File: config.mk
export PLATFORM = sky130hd
export DESIGN_NAME = myers_bitvector_approx_match_unit
export DESIGN_NICKNAME = d
export VERILOG_FILES = /design/src/sv/mbam_pkg.sv /design/src/sv/mbam_step.sv /design/src/sv/myers_bitvector_approx_match_unit.sv
export SDC_FILE = /design/constraint.sdc
export NUM_CORES = 2
export LEC_CHECK = 0
export ABC_AREA = 0
export BUFFER_PORTS_ARGS = -buffer_cell sky130_fd_sc_hd__buf_2
export CAP_MARGIN = 5
export CELL_PAD_IN_SITES_DETAIL_PLACEMENT = 1
export CELL_PAD_IN_SITES_GLOBAL_PLACEMENT = 2
export CORE_ASPECT_RATIO = 2
export CORE_MARGIN = 2
export CORE_UTILIZATION = 39
export DETAILED_ROUTE_END_ITERATION = 10
export PLACE_DENSITY_LB_ADDON = 0.1
export REMOVE_ABC_BUFFERS = 1
export SETUP_SLACK_MARGIN = 0.05
export SLEW_MARGIN = 20
export SYNTH_ARGS = -nofsm -noshare
export SYNTH_HDL_FRONTEND = slang
export SYNTH_HIERARCHICAL = 1
export SYNTH_SLANG_ARGS = --single-unit
File: constraint.sdc
create_clock -name i_clk -period 12.8 [get_ports i_clk]
set_input_delay 1.28 -clock i_clk [delete_from_list [all_inputs] [get_ports i_clk]]
set_output_delay 1.28 -clock i_clk [all_outputs]
set_load 0.02 [all_outputs]
File: src/sv/mbam_pkg.sv
// ============================================================================
// mbam_pkg
// Shared types, widths and codes for the bit-vector approximate matcher.
// ============================================================================
package mbam_pkg;

    localparam int MAX_PATTERN = 64;
    localparam int CODE_W      = 4;
    localparam int POS_W       = 31;
    localparam int SCORE_W     = 7;
    localparam int LEN_IDX_W   = $clog2(MAX_PATTERN);
    localparam int CFG_IDX_W   = 3;
    localparam int CFG_DATA_W  = 64;
    localparam int CODES_W     = MAX_PATTERN * CODE_W;

    localparam logic [CODE_W-1:0]  BASE_A    = 4'd1;
    localparam logic [CODE_W-1:0]  BASE_C    = 4'd2;
    localparam logic [CODE_W-1:0]  BASE_G    = 4'd4;
    localparam logic [CODE_W-1:0]  BASE_T    = 4'd8;
    localparam logic [SCORE_W-1:0] SCORE_MAX = {SCORE_W{1'b1}};

    typedef enum logic [CFG_IDX_W-1:0] {
        CFG_CODES_0       = 3'd0,
        CFG_CODES_1       = 3'd1,
        CFG_CODES_2       = 3'd2,
        CFG_CODES_3       = 3'd3,
        CFG_PATTERN_LEN   = 3'd4,
        CFG_THRESHOLD     = 3'd5,
        CFG_EXTEND_SAME   = 3'd6,
        CFG_EXTEND_BETTER = 3'd7
    } t_cfg_reg;

    typedef struct packed {
        logic [CODE_W-1:0] base_code;
        logic              last_in_buffer;
    } t_in_item;

    typedef struct packed {
        logic [POS_W-1:0]   match_end;
        logic [SCORE_W-1:0] match_score;
    } t_out_item;

    // One of A, C, G or T: matches by containment, not equality.
    function automatic logic is_single_base(input logic [CODE_W-1:0] code);
        return (code == BASE_A) || (code == BASE_C) || (code == BASE_G) ||
               (code == BASE_T);
    endfunction

endpackage

File: src/sv/mbam_step.sv
// ============================================================================
// mbam_step
// One Myers bit-vector column step: equality vector, 64-bit add, score update.
// ============================================================================
module mbam_step import mbam_pkg::*; (
    input  logic [CODES_W-1:0]     i_codes,
    input  logic [LEN_IDX_W-1:0]   i_len_m1,
    input  logic [CODE_W-1:0]      i_sym,
    input  logic [MAX_PATTERN-1:0] i_pv,
    input  logic [MAX_PATTERN-1:0] i_mv,
    input  logic [SCORE_W-1:0]     i_score,
    output logic [MAX_PATTERN-1:0] o_pv,
    output logic [MAX_PATTERN-1:0] o_mv,
    output logic [SCORE_W-1:0]     o_score
);

    logic [MAX_PATTERN-1:0] eq_raw;
    logic [MAX_PATTERN-1:0] len_mask;
    logic [MAX_PATTERN-1:0] eq, xv, xh, ph, mh, ph_sh, mh_sh;
    logic                   single;

    assign single   = is_single_base(i_sym);
    assign len_mask = {MAX_PATTERN{1'b1}} >> ((MAX_PATTERN - 1) - int'(i_len_m1));

    for (genvar g = 0; g < MAX_PATTERN; g++) begin : g_eq
        logic [CODE_W-1:0] code;
        assign code      = i_codes[g*CODE_W +: CODE_W];
        assign eq_raw[g] = single ? ((code & i_sym) != '0) : (code == i_sym);
    end

    assign eq    = eq_raw & len_mask;
    assign xv    = eq | i_mv;
    assign xh    = (((eq & i_pv) + i_pv) ^ i_pv) | eq;
    assign ph    = i_mv | ~(xh | i_pv);
    assign mh    = i_pv & xh;
    assign ph_sh = ph << 1;
    assign mh_sh = mh << 1;
    assign o_pv  = mh_sh | ~(xv | ph_sh);
    assign o_mv  = ph_sh & xv;

    // Score follows the horizontal delta at the last pattern row, saturating.
    always_comb begin
        o_score = i_score;
        if (ph[i_len_m1]) begin
            if (i_score != SCORE_MAX) o_score = i_score + SCORE_W'(1);
        end else if (mh[i_len_m1]) begin
            if (i_score != '0) o_score = i_score - SCORE_W'(1);
        end
    end

endmodule

File: src/sv/myers_bitvector_approx_match_unit.sv
// ============================================================================
// myers_bitvector_approx_match_unit
// Streams nucleotide symbols against a pattern of up to 64 IUPAC codes and
// reports end positions and edit distances of approximate matches.
// ============================================================================
//
//  Channel | Direction | Handshake                      | Payload
//  --------+-----------+--------------------------------+----------------------
//  in      | to block  | i_in_valid / o_in_stall        | i_in_data (t_in_item)
//  out     | from blk  | o_out_valid / i_out_stall      | o_out_data (t_out_item)
//  cfg     | to block  | i_cfg_valid / o_cfg_ready      | i_cfg_index, i_cfg_data
//
//  - One symbol per clock while not stalled: the whole column step (equality
//    vector, one 64-bit add, bitwise logic, score and run bookkeeping) sits
//    between the state registers and the result register, so each result is
//    registered straight from its symbol's transfer (into the skid if held).
//  - Results go to a result register backed by one skid entry; input is only
//    stalled while the skid entry is occupied.
//  - Synchronous active-low reset: scan state restarts, registers take their
//    defaults (length 1, threshold 0, extends off, codes zero).
//  - Config is always ready; a pattern length write restarts the scan.
//
module myers_bitvector_approx_match_unit import mbam_pkg::*; (
    input  logic                  i_clk,
    input  logic                  i_rst_n,
    input  logic                  i_in_valid,
    output logic                  o_in_stall,
    input  t_in_item              i_in_data,
    output logic                  o_out_valid,
    input  logic                  i_out_stall,
    output t_out_item             o_out_data,
    input  logic                  i_cfg_valid,
    output logic                  o_cfg_ready,
    input  logic [CFG_IDX_W-1:0]  i_cfg_index,
    input  logic [CFG_DATA_W-1:0] i_cfg_data
);

    // Configuration registers
    logic [CODES_W-1:0]   r_codes;
    logic [LEN_IDX_W-1:0] r_len_m1;      // effective pattern length minus one
    logic [SCORE_W-1:0]   r_threshold;
    logic                 r_extend_same;
    logic                 r_extend_better;

    // Scan state
    logic [MAX_PATTERN-1:0] r_pv, r_mv;
    logic [SCORE_W-1:0]     r_score;
    logic [POS_W-1:0]       r_pos;
    logic                   r_run_open;
    logic [SCORE_W-1:0]     r_held_score;
    logic [POS_W-1:0]       r_held_end;

    // Result register and skid entry
    logic      r_out_v, r_skid_v;
    t_out_item r_out, r_skid;

    logic                   in_xfer, out_xfer, cfg_xfer, cfg_len_wr;
    logic [LEN_IDX_W-1:0]   cfg_len_m1;
    logic [SCORE_W-1:0]     restart_score;
    logic [MAX_PATTERN-1:0] step_pv, step_mv;
    logic [SCORE_W-1:0]     step_score;

    logic                 n_run_open;
    logic [SCORE_W-1:0]   n_held_score;
    logic [POS_W-1:0]     n_held_end;
    logic                 res_v;
    t_out_item            res;
    logic                 extend;

    assign o_cfg_ready = 1'b1;
    assign cfg_xfer    = i_cfg_valid & o_cfg_ready;
    assign cfg_len_wr  = cfg_xfer && (t_cfg_reg'(i_cfg_index) == CFG_PATTERN_LEN);
    assign o_in_stall  = r_skid_v;
    assign in_xfer     = i_in_valid & ~o_in_stall;
    assign out_xfer    = r_out_v & ~i_out_stall;
    assign o_out_valid = r_out_v;
    assign o_out_data  = r_out;
    assign extend      = r_extend_same | r_extend_better;

    // Clamp a length write to 1..64 and keep it as length minus one.
    always_comb begin
        priority if (i_cfg_data[SCORE_W-1:0] == '0) begin
            cfg_len_m1 = '0;
        end else if (i_cfg_data[SCORE_W-1:0] > SCORE_W'(MAX_PATTERN)) begin
            cfg_len_m1 = LEN_IDX_W'(MAX_PATTERN - 1);
        end else begin
            cfg_len_m1 = LEN_IDX_W'(i_cfg_data[SCORE_W-1:0] - SCORE_W'(1));
        end
    end

    assign restart_score = SCORE_W'({1'b0, r_len_m1}) + SCORE_W'(1);

    mbam_step u_step (
        .i_codes  (r_codes),
        .i_len_m1 (r_len_m1),
        .i_sym    (i_in_data.base_code),
        .i_pv     (r_pv),
        .i_mv     (r_mv),
        .i_score  (r_score),
        .o_pv     (step_pv),
        .o_mv     (step_mv),
        .o_score  (step_score)
    );

    // Hit and run bookkeeping for the symbol being transferred.
    always_comb begin
        n_run_open   = r_run_open;
        n_held_score = r_held_score;
        n_held_end   = r_held_end;
        res_v        = 1'b0;
        res          = '{match_end: r_held_end, match_score: r_held_score};
        if (step_score <= r_threshold) begin
            if (r_run_open) begin
                priority if (extend && step_score < r_held_score) begin
                    n_held_score = step_score;
                    n_held_end   = r_pos;
                end else if (extend && step_score == r_held_score) begin
                    if (r_extend_same) n_held_end = r_pos;
                end else begin
                    // worse hit, or extends switched off: flush the held hit
                    n_run_open = 1'b0;
                    res_v      = 1'b1;
                end
            end else if (extend) begin
                n_held_score = step_score;
                n_held_end   = r_pos;
                n_run_open   = 1'b1;
            end else begin
                res_v = 1'b1;
                res   = '{match_end: r_pos, match_score: step_score};
            end
        end else if (r_run_open) begin
            n_run_open = 1'b0;
            res_v      = 1'b1;
        end
        // last symbol: flush whatever is still held
        if (i_in_data.last_in_buffer && n_run_open && !res_v) begin
            res_v = 1'b1;
            res   = '{match_end: n_held_end, match_score: n_held_score};
        end
    end

    // Configuration registers
    always_ff @(posedge i_clk) begin
        if (!i_rst_n) begin
            r_codes         <= '0;
            r_len_m1        <= '0;
            r_threshold     <= '0;
            r_extend_same   <= 1'b0;
            r_extend_better <= 1'b0;
        end else if (cfg_xfer) begin
            unique case (t_cfg_reg'(i_cfg_index))
                CFG_CODES_0:       r_codes[0*CFG_DATA_W +: CFG_DATA_W] <= i_cfg_data;
                CFG_CODES_1:       r_codes[1*CFG_DATA_W +: CFG_DATA_W] <= i_cfg_data;
                CFG_CODES_2:       r_codes[2*CFG_DATA_W +: CFG_DATA_W] <= i_cfg_data;
                CFG_CODES_3:       r_codes[3*CFG_DATA_W +: CFG_DATA_W] <= i_cfg_data;
                CFG_PATTERN_LEN:   r_len_m1        <= cfg_len_m1;
                CFG_THRESHOLD:     r_threshold     <= i_cfg_data[SCORE_W-1:0];
                CFG_EXTEND_SAME:   r_extend_same   <= i_cfg_data[0];
                CFG_EXTEND_BETTER: r_extend_better <= i_cfg_data[0];
                default:           r_threshold     <= r_threshold;
            endcase
        end
    end

    // Scan state: restart on reset, on a length write and after a last symbol.
    always_ff @(posedge i_clk) begin
        if (!i_rst_n) begin
            r_pv         <= '1;
            r_mv         <= '0;
            r_score      <= SCORE_W'(1);
            r_pos        <= '0;
            r_run_open   <= 1'b0;
            r_held_score <= '0;
            r_held_end   <= '0;
        end else if (cfg_len_wr) begin
            r_pv         <= '1;
            r_mv         <= '0;
            r_score      <= SCORE_W'({1'b0, cfg_len_m1}) + SCORE_W'(1);
            r_pos        <= '0;
            r_run_open   <= 1'b0;
            r_held_score <= '0;
            r_held_end   <= '0;
        end else if (in_xfer) begin
            if (i_in_data.last_in_buffer) begin
                r_pv         <= '1;
                r_mv         <= '0;
                r_score      <= restart_score;
                r_pos        <= '0;
                r_run_open   <= 1'b0;
                r_held_score <= '0;
                r_held_end   <= '0;
            end else begin
                r_pv         <= step_pv;
                r_mv         <= step_mv;
                r_score      <= step_score;
                r_pos        <= r_pos + POS_W'(1);
                r_run_open   <= n_run_open;
                r_held_score <= n_held_score;
                r_held_end   <= n_held_end;
            end
        end
    end

    // Result register with one skid entry behind it.
    always_ff @(posedge i_clk) begin
        if (!i_rst_n) begin
            r_out_v  <= 1'b0;
            r_skid_v <= 1'b0;
        end else if (r_skid_v) begin
            if (out_xfer) begin
                r_out    <= r_skid;
                r_skid_v <= 1'b0;
            end
        end else if (r_out_v && !out_xfer) begin
            if (in_xfer && res_v) begin
                r_skid   <= res;
                r_skid_v <= 1'b1;
            end
        end else begin
            r_out_v <= in_xfer & res_v;
            r_out   <= res;
        end
    end

    // ------------------------------------------------------------------------
    // Assertions
    // ------------------------------------------------------------------------
    a_skid_behind_out: assert property (@(posedge i_clk) disable iff (!i_rst_n)
        r_skid_v |-> r_out_v)
        else $error("skid entry occupied with result register empty");

    a_score_bound: assert property (@(posedge i_clk) disable iff (!i_rst_n)
        r_score <= (SCORE_W'({1'b0, r_len_m1}) + SCORE_W'(1)))
        else $error("edit distance above pattern length");

    a_restart_on_last: assert property (@(posedge i_clk) disable iff (!i_rst_n)
        (in_xfer && i_in_data.last_in_buffer) |=> (r_pos == '0 && !r_run_open))
        else $error("scan not restarted after last symbol");

    a_pos_advance: assert property (@(posedge i_clk) disable iff (!i_rst_n)
        (in_xfer && !i_in_data.last_in_buffer && !cfg_len_wr)
            |=> (r_pos == $past(r_pos) + POS_W'(1)))
        else $error("text position did not advance");

    a_no_result_lost: assert property (@(posedge i_clk) disable iff (!i_rst_n)
        (r_out_v && i_out_stall && !r_skid_v && in_xfer && res_v) |=> r_skid_v)
        else $error("result dropped while output stalled");

endmodule
======== Word-level counts from Yosys, hierarchy flattened ========
Index checks and enable logic that the tools add are counted.
word-level totals
  register bits after elaboration ......... 554
  latch bits .............................. 0
  RAM bits ................................ 0
  ROM bits ................................ 0
  output and inout bits ................... 41
  memories ................................ 0
operators by class
  add/sub/neg operators ................... 8
  multiply operators ...................... 0
  div/mod/pow operators ................... 0
  magnitude comparators ................... 4
  equality and inequality tests ........... 79
  shift-type cells ........................ 1
  muxes and demuxes ....................... 116
  bitwise operators ....................... 85
  reductions and logical operators ........ 92
operators by type and width
  operator                                                                number
  64-bit bitwise OR                                                       6
  38-bit two-way mux                                                      7
  4-bit bitwise AND                                                       64
  64-bit bitwise AND                                                      4
  4-bit equality test                                                     64
  4-bit nonzero test                                                      64
  31-bit two-way mux                                                      8
  64-bit two-way mux                                                      2
  64-bit NOT                                                              2
  7-bit two-way mux                                                       12
  1-bit two-way mux                                                       83
  64-bit adder                                                            1
  64-bit by 32-bit right shift with 64-bit output (first input constant)  1
  64-bit XOR                                                              1
  31-bit by 1-bit adder with 31-bit output (second input constant)        1
  2-bit AND reduction                                                     9
  6-bit by 1-bit adder with 7-bit output (second input constant)          2
  1-bit binary-select mux with 6-bit select                               2
  3-bit equality test (second input constant)                             4
  6-bit two-way mux                                                       2
  7-bit by 1-bit adder with 7-bit output (second input constant)          1
  7-bit equality test                                                     1
  7-bit greater-than comparator (second input constant)                   1
  7-bit less-or-equal comparator                                          1
  other kinds (27)                                                        42

======== Longest topological paths before layout ========
  word-level depth ........................ 29
  depth in mapped cells ................... 33
  depth with buffers taken out ............ 27

======== Hierarchy ========
The synthesis kept the hierarchy.
modules (own cells, without submodules)
  module                             times used  cells an instance  area each (um^2)  seq. area each (um^2)
  myers_bitvector_approx_match_unit  1           2,570              22,012.4          11,851.4
  mbam_step                          1           2,052              14,579.0          0.0

======== Worst setup path before layout ========
No wires, ideal clock.
  path kind ............................... input to register
  start ................................... in i_in_data[3] (netlist bit)
  end ..................................... reg r_skid[0] (netlist bit) (enable)
  setup time .............................. 0.528 ns
  data arrival time ....................... 11.013 ns
  data required time ...................... 12.272 ns
  path slack .............................. 1.259 ns
  stages .................................. 27
  buffers on the path ..................... 2
  cells stage by stage .................... or4b_1 > o311a_2 > buf_6 > mux2i_1 > nor2b_1 > ha_1 > a211oi_1 > a2bb2oi_1 > o211ai_1 > a31o_2 > or3_1 > or4_1 > o311ai_0 > a31o_2 > o41a_1 > nand3_2 > or2_2 > o221ai_2 > nand3_1 > ha_1 > nand4_2 > a21oi_1 > clkbuf_1 > nor2_1 > o21ai_0 > a22oi_1 > nor4_1
on the way
  word-level cells in the longest chain between the ends .. 27
  elaborated cells on any way between the ends .. 297
RTL lines
  item                                                                                                              RTL line                                  source
  from (decl)                                                                                                       myers_bitvector_approx_match_unit.sv:28   input t_in_item i_in_data,
  4-bit by 1-bit equality test with 1-bit output or 4-bit by 2-bit equality test with 1-bit output (tied branches)  mbam_pkg.sv:45                            return (code == BASE_A) || (code == BASE_C) || (code == BASE_G) ||
  1-bit logical OR (3 in series)                                                                                    mbam_pkg.sv:45
  1-bit two-way mux                                                                                                 mbam_step.sv:28                           assign eq_raw[g] = single ? ((code & i_sym) != '0) : (code == i_sym);
  64-bit bitwise AND (*)                                                                                            mbam_step.sv:31                           assign eq = eq_raw & len_mask;
  64-bit bitwise AND                                                                                                mbam_step.sv:33                           assign xh = (((eq & i_pv) + i_pv) ^ i_pv) | eq;
  64-bit adder                                                                                                      mbam_step.sv:33
  64-bit XOR                                                                                                        mbam_step.sv:33
  64-bit bitwise OR (*)                                                                                             mbam_step.sv:33
  (+3 left out)                                                                                                     n/a
  1-bit binary-select mux with 6-bit select                                                                         mbam_step.sv:44                           if (ph[i_len_m1]) begin
  1-bit two-way mux (not written as such)                                                                           mbam_step.sv:44
  7-bit two-way mux (*)                                                                                             mbam_step.sv:44
  named net step_score[5]                                                                                           myers_bitvector_approx_match_unit.sv:61   logic [SCORE_W-1:0] step_score;
  branches (longest 8 deep; another with 7-bit < comparator)                                                        n/a
  1-bit two-way mux (*)                                                                                             myers_bitvector_approx_match_unit.sv:137  if (i_in_data.last_in_buffer && n_run_open && !res_v) begin
  1-bit logical AND (*)                                                                                             myers_bitvector_approx_match_unit.sv:216  if (in_xfer && res_v) begin
  4-bit AND reduction (no line) (*)                                                                                 n/a
  to (signal assigned)                                                                                              myers_bitvector_approx_match_unit.sv:217  r_skid <= res;
  to (decl)                                                                                                         myers_bitvector_approx_match_unit.sv:55   t_out_item r_out, r_skid;
Mark *: on every way through the listed nets, which the timed path passes. The select of a mux whose other input is x is not followed.
A chain may end at the register's enable or synchronous reset.

==> results.json <==
{
  "run_status": "complete, no violations",
  "postCtsSetupRepairBufs": 0,
  "postSynthCellCount": 4622,
  "cts_max_level": 2,
  "place_congestion": 0.996,
  "syn_to_final_growth_pct": 11.0,
  "dp_hpwl_microns": 138000,
  "final_cells": 5863,
  "worstSetupStartpointType": "input pin",
  "register_area_sq_um": 11900,
  "port_buffers": 116,
  "drt_pre_antenna_iters": 5,
  "place_ws_ps": 1120,
  "wl_microns": 190000,
  "placedCellCount": 5736,
  "cts_resized": 0,
  "routed-via-count": 37785,
  "crit_slowest_cell": "a2111oi_1",
  "die_w_microns": 221,
  "antenna_found_initial": 29,
  "seq_area_frac_synth_pct": 32.4,
  "hp-class": "reg -> reg",
  "fin_ws_ps": 1110,
  "crit_top_cell": "buf_4",
  "netlist.top_cell.by_area": "dfxtp_1",
  "vdd_drop_max_mv": 0.163,
  "synthArstFlopShare_pct": 0,
  "synth_edf_count": 76,
  "avgSynthCellArea_sq_um": 7.92,
  "insertion_delay_ps": 710,
  "drc_errors": 0,
  "worstPathRequired_ps": 13230,
  "grt_overflow": 0,
  "hold_viol": 0,
  "grt_max_degree": 188,
  "grt_pass1_vias": 39492,
  "synth.most_common_cell": "nand2_1",
  "rsz0062_at_grt": "false",
  "ys_types": 116,
  "clk_pin_slew_worst_paths_ps": 60,
  "cts-root-buf": "clkbuf_16",
  "synth_common_cells": "nand2_1 (787), dfxtp_1 (478), a21oi_1 (466), nor2_1 (399), ha_1 (279)",
  "critPathArrivalTime_ps": 12130,
  "yosysWarnings": 6,
  "path_class": "in -> reg",
  "ys.flop_type": "dfxtp_1",
  "wl_per_cell_microns": 32.4,
  "slew_viol_final": 0,
  "io_pins": 118,
  "fill_cells": 11205,
  "core_sq_um": 92900,
  "ys_seq_elements": 554,
  "synth_top_area_share_pct": 26.2,
  "setup_violations": 0,
  "rows": 158,
  "tightest_slew_ps": 1250,
  "yosys-top-cells-area": "dfxtp_1 (26%), ha_1 (9.5%), nand2_1 (8.1%)",
  "die_area_sq_um": 96400,
  "clockBufferDepth": 3,
  "die_h_microns": 437,
  "nets": 4957,
  "cts_made_buffers": 57,
  "postCtsHoldBufs": 0,
  "initial_core_util_pct": 39.4,
  "crit_fanout": 43,
  "cts.sinks": 554,
  "max_freq_ghz": 0.0855,
  "p_per_area_nw_per_um2": 115,
  "cts_tree": "done",
  "timing.slew.headroom_pct": 14.5,
  "drtIter0Drc": 2516,
  "ant_nets": 0,
  "finClkSkew_ps": 37.3,
  "avgViaCountPerCell": 6.44,
  "critPathCaptureType": "flop",
  "post-route-min-period_ps": 11690,
  "multi_input_area_sq_um": 23300,
  "cap_viol_max_count": 0,
  "min_period_over_period_pct": 91.3,
  "grt_pass1_wl_microns": 275000,
  "grtUsageTotal_pct": 39.5,
  "layout-drive-gt1-share_pct": 11.4,
  "critPathMaxStageDelay_ps": 1050,
  "syn-cell-area_sq_um": 36600,
  "p_leak_nw": 16.7
}
[registers in the layout, summed over array words and instances, names as in the netlist]
register and count:
r_score 7, r_extend_better 1, r_threshold 7, r_len_m1 6, r_held_end 31, r_extend_same 1
o_out_valid 1, r_codes 256, r_held_score 7, r_pos 31, r_run_open 1, o_out_data 38
r_mv 64, r_skid 38, r_pv 64, o_in_stall 1
[critical path: cells and delay by family]
kind,cells,cell delay [ps]
buf+inv,3,1330
mux,3,1310
compound gates,12,4630
simple gates,7,3050
fa+ha+maj,1,370
[final cells by class]
type | count | area share [%]
Tap cell | 1200 | 3.70
Timing Repair Buffer | 234 | 3.92
Clock inverter | 33 | 0.872
Sequential cell | 554 | 29.2
Multi-Input combinational cell | 3655 | 57.4
Antenna cell | 16 | 0.0986
Clock buffer | 72 | 3.85
Inverter | 99 | 0.934
[metal layers]
metal	GRT usage, %	vias to the layer above	routed length (microns)
met5	0	-	149
met2	68.2	1312	95300
met3	12.3	817	11800
met4	35.7	22	20000
met1	36.7	18761	62800
li1	-	16873	-
[final timing paths]
path | startpoint | to | slack (ps) | cells after the start
max | i_in_data[4] | o_out_data[8] | 1110 | 26
min | r_codes[32] | r_codes[32] | 460 | 2
max reg2reg | r_len_m1[0] | o_out_data[8] | 1640 | 26
min reg2reg | r_codes[32] | r_codes[32] | 460 | 2
[logic make-up (layout without fill, tap and decap cells)]
group / count (synthesis) / in the layout / share of synthesized area (%)
muxes: 142 / 142 / 4.16
other: 2 / 18 / 0.0205
AOI/OAI and AO/OA: 1166 / 1166 / 21.2
and+or+nand+nor: 1968 / 1968 / 25.5
buffers and inverters: 413 / 438 / 4.64
DFF: 554 / 554 / 32.4
adders and majority gates: 336 / 336 / 11.1
xor gates and xnor gates: 41 / 41 / 0.981
[placed cells by master (no fill, tap or decap), types with 16 or more instances in the layout]
cell type    n
a21o_1      35
diode_2     16
o211ai_1    44
inv_1       96
nand2_1    783
and2_1      28
or3_1       26
o21a_1      24
o21ai_0    163
o31ai_1     18
nand3_1    103
xnor2_1     16
and3_1      94
a211oi_1    45
xor2_1      25
mux2i_1     77
a21oi_1    465
ha_1       279
nand2b_1    25
mux2i_2     17
buf_4      112
nor4_1      90
nor2_1     392
maj3_1      57
nor3_1     176
o22ai_1     21
dfxtp_1    471
mux2_2      44
o2111ai_1   22
a221oi_1    19
a31oi_1     32
nand4_1     38
a221oi_2    16
or4_1       67
clkbuf_16   58
o22a_1      44
nor2b_1     29
edfxtp_1    76
or2_2       21
buf_2      111
[per-stage QoR]
step / power [mW] / area [sq um] / util (%) / setup TNS (ps) / hold WS, ps
detailed placement: 2.90 / 38500 / 41.5 / 0 / 453
finish: 4.68 / 40600 / 43.7 / 0 / 461
global route: 4.84 / 40600 / 43.7 / 0 / 481
global placement: 2.88 / 38500 / 41.4 / 0 / 448
CTS: 4.68 / 40400 / 43.5 / 0 / 463
floorplan: 2.48 / 35300 / - / -6600 / 441
[where the power goes]
part	switching, mW	internal [mW]
logic	0.687	0.305
clock network	0.829	0.957
registers	0.0400	1.86
total	1.56	3.12
No activity file was read; power rests on OpenSTA's default activity.
